==> config.mk <==
export PLATFORM = sky130hd
export DESIGN_NAME = lcu_pipe_ctrl
export DESIGN_NICKNAME = d
export VERILOG_FILES = /design/src/lcu_pkg.sv /design/src/lcu_pipe_ctrl.sv
export SDC_FILE = /design/constraint.sdc
export NUM_CORES = 1
export LEC_CHECK = 0
export BUFFER_PORTS_ARGS = -buffer_cell sky130_fd_sc_hd__buf_4
export CORE_AREA = 2 2 39 41
export CTS_CLUSTER_DIAMETER = 80
export CTS_CLUSTER_SIZE = 12
export DETAILED_ROUTE_END_ITERATION = 7
export DIE_AREA = 0 0 41 43
export PLACE_DENSITY = 0.46
export RECOVER_POWER = 100
export SYNTH_ARGS = -nofsm -noshare
export SYNTH_HDL_FRONTEND = slang
export SYNTH_SLANG_ARGS = --single-unit
==> constraint.sdc <==
create_clock -name i_clk -period 1.1 [get_ports i_clk]
set_clock_uncertainty 0.15 [all_clocks]
set_input_delay 0.11 -clock i_clk [delete_from_list [all_inputs] [get_ports i_clk]]
set_output_delay 0.11 -clock i_clk [all_outputs]
set_load 0.02 [all_outputs]
==> src/lcu_pkg.sv <==
`timescale 1ns / 1ps
// ---------------------------------------------------------------------------
// lcu_pkg
// Shared widths, request/response types and pipeline control for the
// Lagrangian cell conserved update core.
// ---------------------------------------------------------------------------
package lcu_pkg;

    localparam int DATA_W      = 32;            // signed Q16.16 values
    localparam int FRAC_W      = 16;
    localparam int UNS_W       = DATA_W - 1;    // unsigned Q15.16 values
    localparam int PIPE_STAGES = 5;

    localparam logic [UNS_W-1:0] TIME_STEP_RESET = UNS_W'(655);

    typedef struct packed {
        logic signed [DATA_W-1:0] cell_energy;
        logic signed [DATA_W-1:0] cell_momentum_x;
        logic signed [DATA_W-1:0] cell_volume;
        logic        [UNS_W-1:0]  mass_step_ratio;
        logic signed [DATA_W-1:0] left_edge;
        logic signed [DATA_W-1:0] right_edge;
        logic signed [DATA_W-1:0] pressure_left;
        logic signed [DATA_W-1:0] pressure_right;
        logic signed [DATA_W-1:0] velocity_left;
        logic signed [DATA_W-1:0] velocity_right;
    } t_cell_req;

    typedef struct packed {
        logic signed [DATA_W-1:0] new_energy;
        logic signed [DATA_W-1:0] new_momentum_x;
        logic signed [DATA_W-1:0] new_volume;
        logic signed [DATA_W-1:0] new_left_edge;
        logic signed [DATA_W-1:0] new_right_edge;
        logic signed [DATA_W-1:0] new_center;
        logic                     saturated;
    } t_cell_rsp;

    typedef struct packed {
        logic [PIPE_STAGES-1:0] load;   // stage register captures this cycle
        logic [PIPE_STAGES-1:0] valid;  // stage register holds a request
    } t_pipe_ctl;

endpackage

==> src/lcu_pipe_ctrl.sv <==
`timescale 1ns / 1ps
// ---------------------------------------------------------------------------
// lcu_pipe_ctrl
// Valid bits and per-stage ready chain; a stage loads whenever it is empty
// or the stage after it moves, so bubbles collapse under output stall.
// ---------------------------------------------------------------------------
module lcu_pipe_ctrl
    import lcu_pkg::*;
(
    input  logic      i_clk,
    input  logic      i_rst_n,
    input  logic      i_in_valid,
    input  logic      i_out_ready,
    output logic      o_in_ready,
    output logic      o_out_valid,
    output t_pipe_ctl o_ctl
);

    logic [PIPE_STAGES-1:0] r_valid;
    logic [PIPE_STAGES-1:0] n_valid;
    logic [PIPE_STAGES-1:0] valid_in;
    logic [PIPE_STAGES:0]   stage_ready;

    always_comb begin
        stage_ready[PIPE_STAGES] = i_out_ready;
        for (int k = PIPE_STAGES - 1; k >= 0; k--) begin
            stage_ready[k] = !r_valid[k] || stage_ready[k+1];
        end
    end

    always_comb begin
        valid_in = {r_valid[PIPE_STAGES-2:0], i_in_valid};
        for (int k = 0; k < PIPE_STAGES; k++) begin
            n_valid[k]    = stage_ready[k] ? valid_in[k] : r_valid[k];
            o_ctl.load[k] = stage_ready[k] && valid_in[k];
        end
        o_ctl.valid = r_valid;
    end

    always_ff @(posedge i_clk) begin
        if (!i_rst_n) begin
            r_valid <= '0;
        end else begin
            r_valid <= n_valid;
        end
    end

    assign o_in_ready  = stage_ready[0];
    assign o_out_valid = r_valid[PIPE_STAGES-1];

endmodule

==> flow_summary.json <==
{
  "outcome": "finished, violations left",
  "failed_checks": "setup timing",
  "drt_pass1_iterations": 2,
  "drt_iter0_drc": 2,
  "final_cell_mix": "buf_6, buf_4, o21a_1, clkbuf_4, dfxtp_4",
  "cp_data_required_time_ns": 0.84,
  "dieHeight_um": 43,
  "core_region_area_mm2": 0.00138,
  "fin_crit_ns": 1.45,
  "post-place-ws_ns": -0.111,
  "top_level_ports": 16,
  "wl_per_cell_um": 11.1,
  "tightest_slew_ns": 0.181,
  "cellPowerDensity_mw_per_mm2": 832,
  "drt-total-wl_um": 777,
  "crit_path_max_fanout": 4,
  "place_hpwl_um": 529,
  "synth_seq_cells": 5,
  "fin_nets": 59,
  "path_class": "reg2out",
  "gp_congestion": 0.642,
  "hold_path_class": "in2reg",
  "row_count": 14,
  "ys_seq_area_share_pct": 41.9,
  "clock_path_buffers": 2,
  "cp-end-kind": "primary output",
  "diodes": 0,
  "postPlaceCellArea_um2": 439,
  "rsz0062_at_grt": "true",
  "regMostFlops": "r_valid",
  "syn-mean-instance-area_um2": 9.96,
  "post-route-cell-area_um2": 596,
  "crit_path_start_kind": "register",
  "portBuffers": 15,
  "cts_tree": "done",
  "leakage_nw": 0.293,
  "drc": 0,
  "gr-total-overflow": 0,
  "fill_cells": 145,
  "synth_nets": 28,
  "setup_slack_ns": -0.349,
  "dieWidth_um": 41,
  "grt_max_degree": 9,
  "root_buffer": "clkbuf_4",
  "area_delta_synth_final_pct": 149,
  "syn-cell-area_um2": 239,
  "reg_top3": "r_valid x5",
  "finalMaxSlewViolations": 0,
  "dieArea_mm2": 0.00176,
  "ys_types": 15,
  "finalHoldViolCount": 0,
  "grt_antenna_before_repair": 0,
  "yosysWarnings": 0,
  "max-slew-margin-rel_pct": 87.9,
  "cp.arrival_ns": 1.19,
  "final_cells": 70,
  "p_total_uw": 496,
  "period_share_pct": 132,
  "vias": 302,
  "placed_cells_incl_taps": 58,
  "avgViaCountPerCell": 4.31,
  "htreeDepth": 1,
  "drive_gt1_share_pct": 72.2,
  "syn_inst": 24,
  "largest_reg_flops": 5,
  "final_common_cell": "buf_6",
  "start_util_pct": 17.3,
  "cts_buffers": 3,
  "ir_drop_mv": 0.394,
  "ant_nets": 0,
  "cts_sinks": 5,
  "track_usage_pct": 12.0,
  "fmax_mhz": 690,
  "grt_pass1_wl_mm": 1.32,
  "cap_violations": 0,
  "setup_viol": 13,
  "grt_pass1_vias": 313,
  "path_clk_slew_ns": 0.04,
  "clock_latency_ns": 0.24
}
[metrics by stage]
stage	hold WS [ns]	utilization [%]	TNS, ns
after floorplan	0.0767	-	-0.230
after global placement	0.193	31.7	-0.369
after detailed placement	0.215	31.7	-0.399
after CTS	0.0595	41.5	-2.28
after global routing	0.0855	43.0	-2.72
final	0.0636	43.0	-2.21
[per-layer routing]
| metal | routed length [um] | vias to the layer above | GRT usage [%] |
|---|---|---|---|
| li1 | - | 145 | - |
| met1 | 296 | 137 | 11.7 |
| met2 | 395 | 18 | 18.1 |
| met3 | 70 | 2 | 5.24 |
| met4 | 14 | 0 | 10.0 |
| met5 | 0 | - | 0 |
[repair_timing]
item | CTS | global route
setup buffers | 4 | 2
gates cloned | 0 | 0
pin swaps | 1 | 0
hold endpoints to repair | 5 | 0
hold buffers | 3 | 0
endpoints found under the setup margin | 14 | 17
resized for setup | 14 | 6
[layout make-up]
class / instances / area (um2) / area share, %
clock buffer: 4 / 26.3 / 4.41
timing repair buffer: 28 / 273 / 45.8
sequential: 5 / 114 / 19.1
tap: 16 / 20.0 / 3.36
inverter: 1 / 3.75 / 0.630
multi-input combinational: 16 / 159 / 26.7
[cells in the mapped netlist, drive strengths merged]
cell type	n	share of area (%)
a21boi	1	3.1
a22o	2	7.3
a31oi	1	2.6
and2	1	2.6
and2b	1	3.1
and3	1	2.6
and3b	1	3.7
and4b	1	4.2
buf	2	7.9
dfxtp	5	42
inv	1	1.6
nand3	1	2.1
nor2b	3	7.9
o21a	3	9.4
[report_power, final]
part,internal [mW],leakage (nW),switching (mW),total [mW]
combinational,0.0553,0.234,0.0368,0.0921
clock,0.137,0.0150,0.0729,0.210
sequential,0.184,0.0439,0.0102,0.194
[path summary, 6_finish.rpt]
kind	from	end	slack [ns]	cells past startpoint
setup / recovery	r_valid[2]	o_ctl[6]	-0.35	4
hold / removal	i_rst_n	r_valid[1]	0.06	3
setup reg to reg	r_valid[4]	r_valid[3]	-0.07	4
hold reg to reg	r_valid[0]	r_valid[1]	0.39	1
[logic make-up after synthesis]
group                  synth area share (%)
AOI/OAI and AO/OA                      22.5
buffers and inverters                  9.42
DFF                                    41.9
and+or+nand+nor                        26.2
[critical path, stage by stage (launching register included)]
cell	delay (ns)
dfxtp_2	0.31
and4b_1	0.22
buf_4	0.17
a21boi_4	0.12
buf_6	0.13
(Power assumes the default switching activity.)
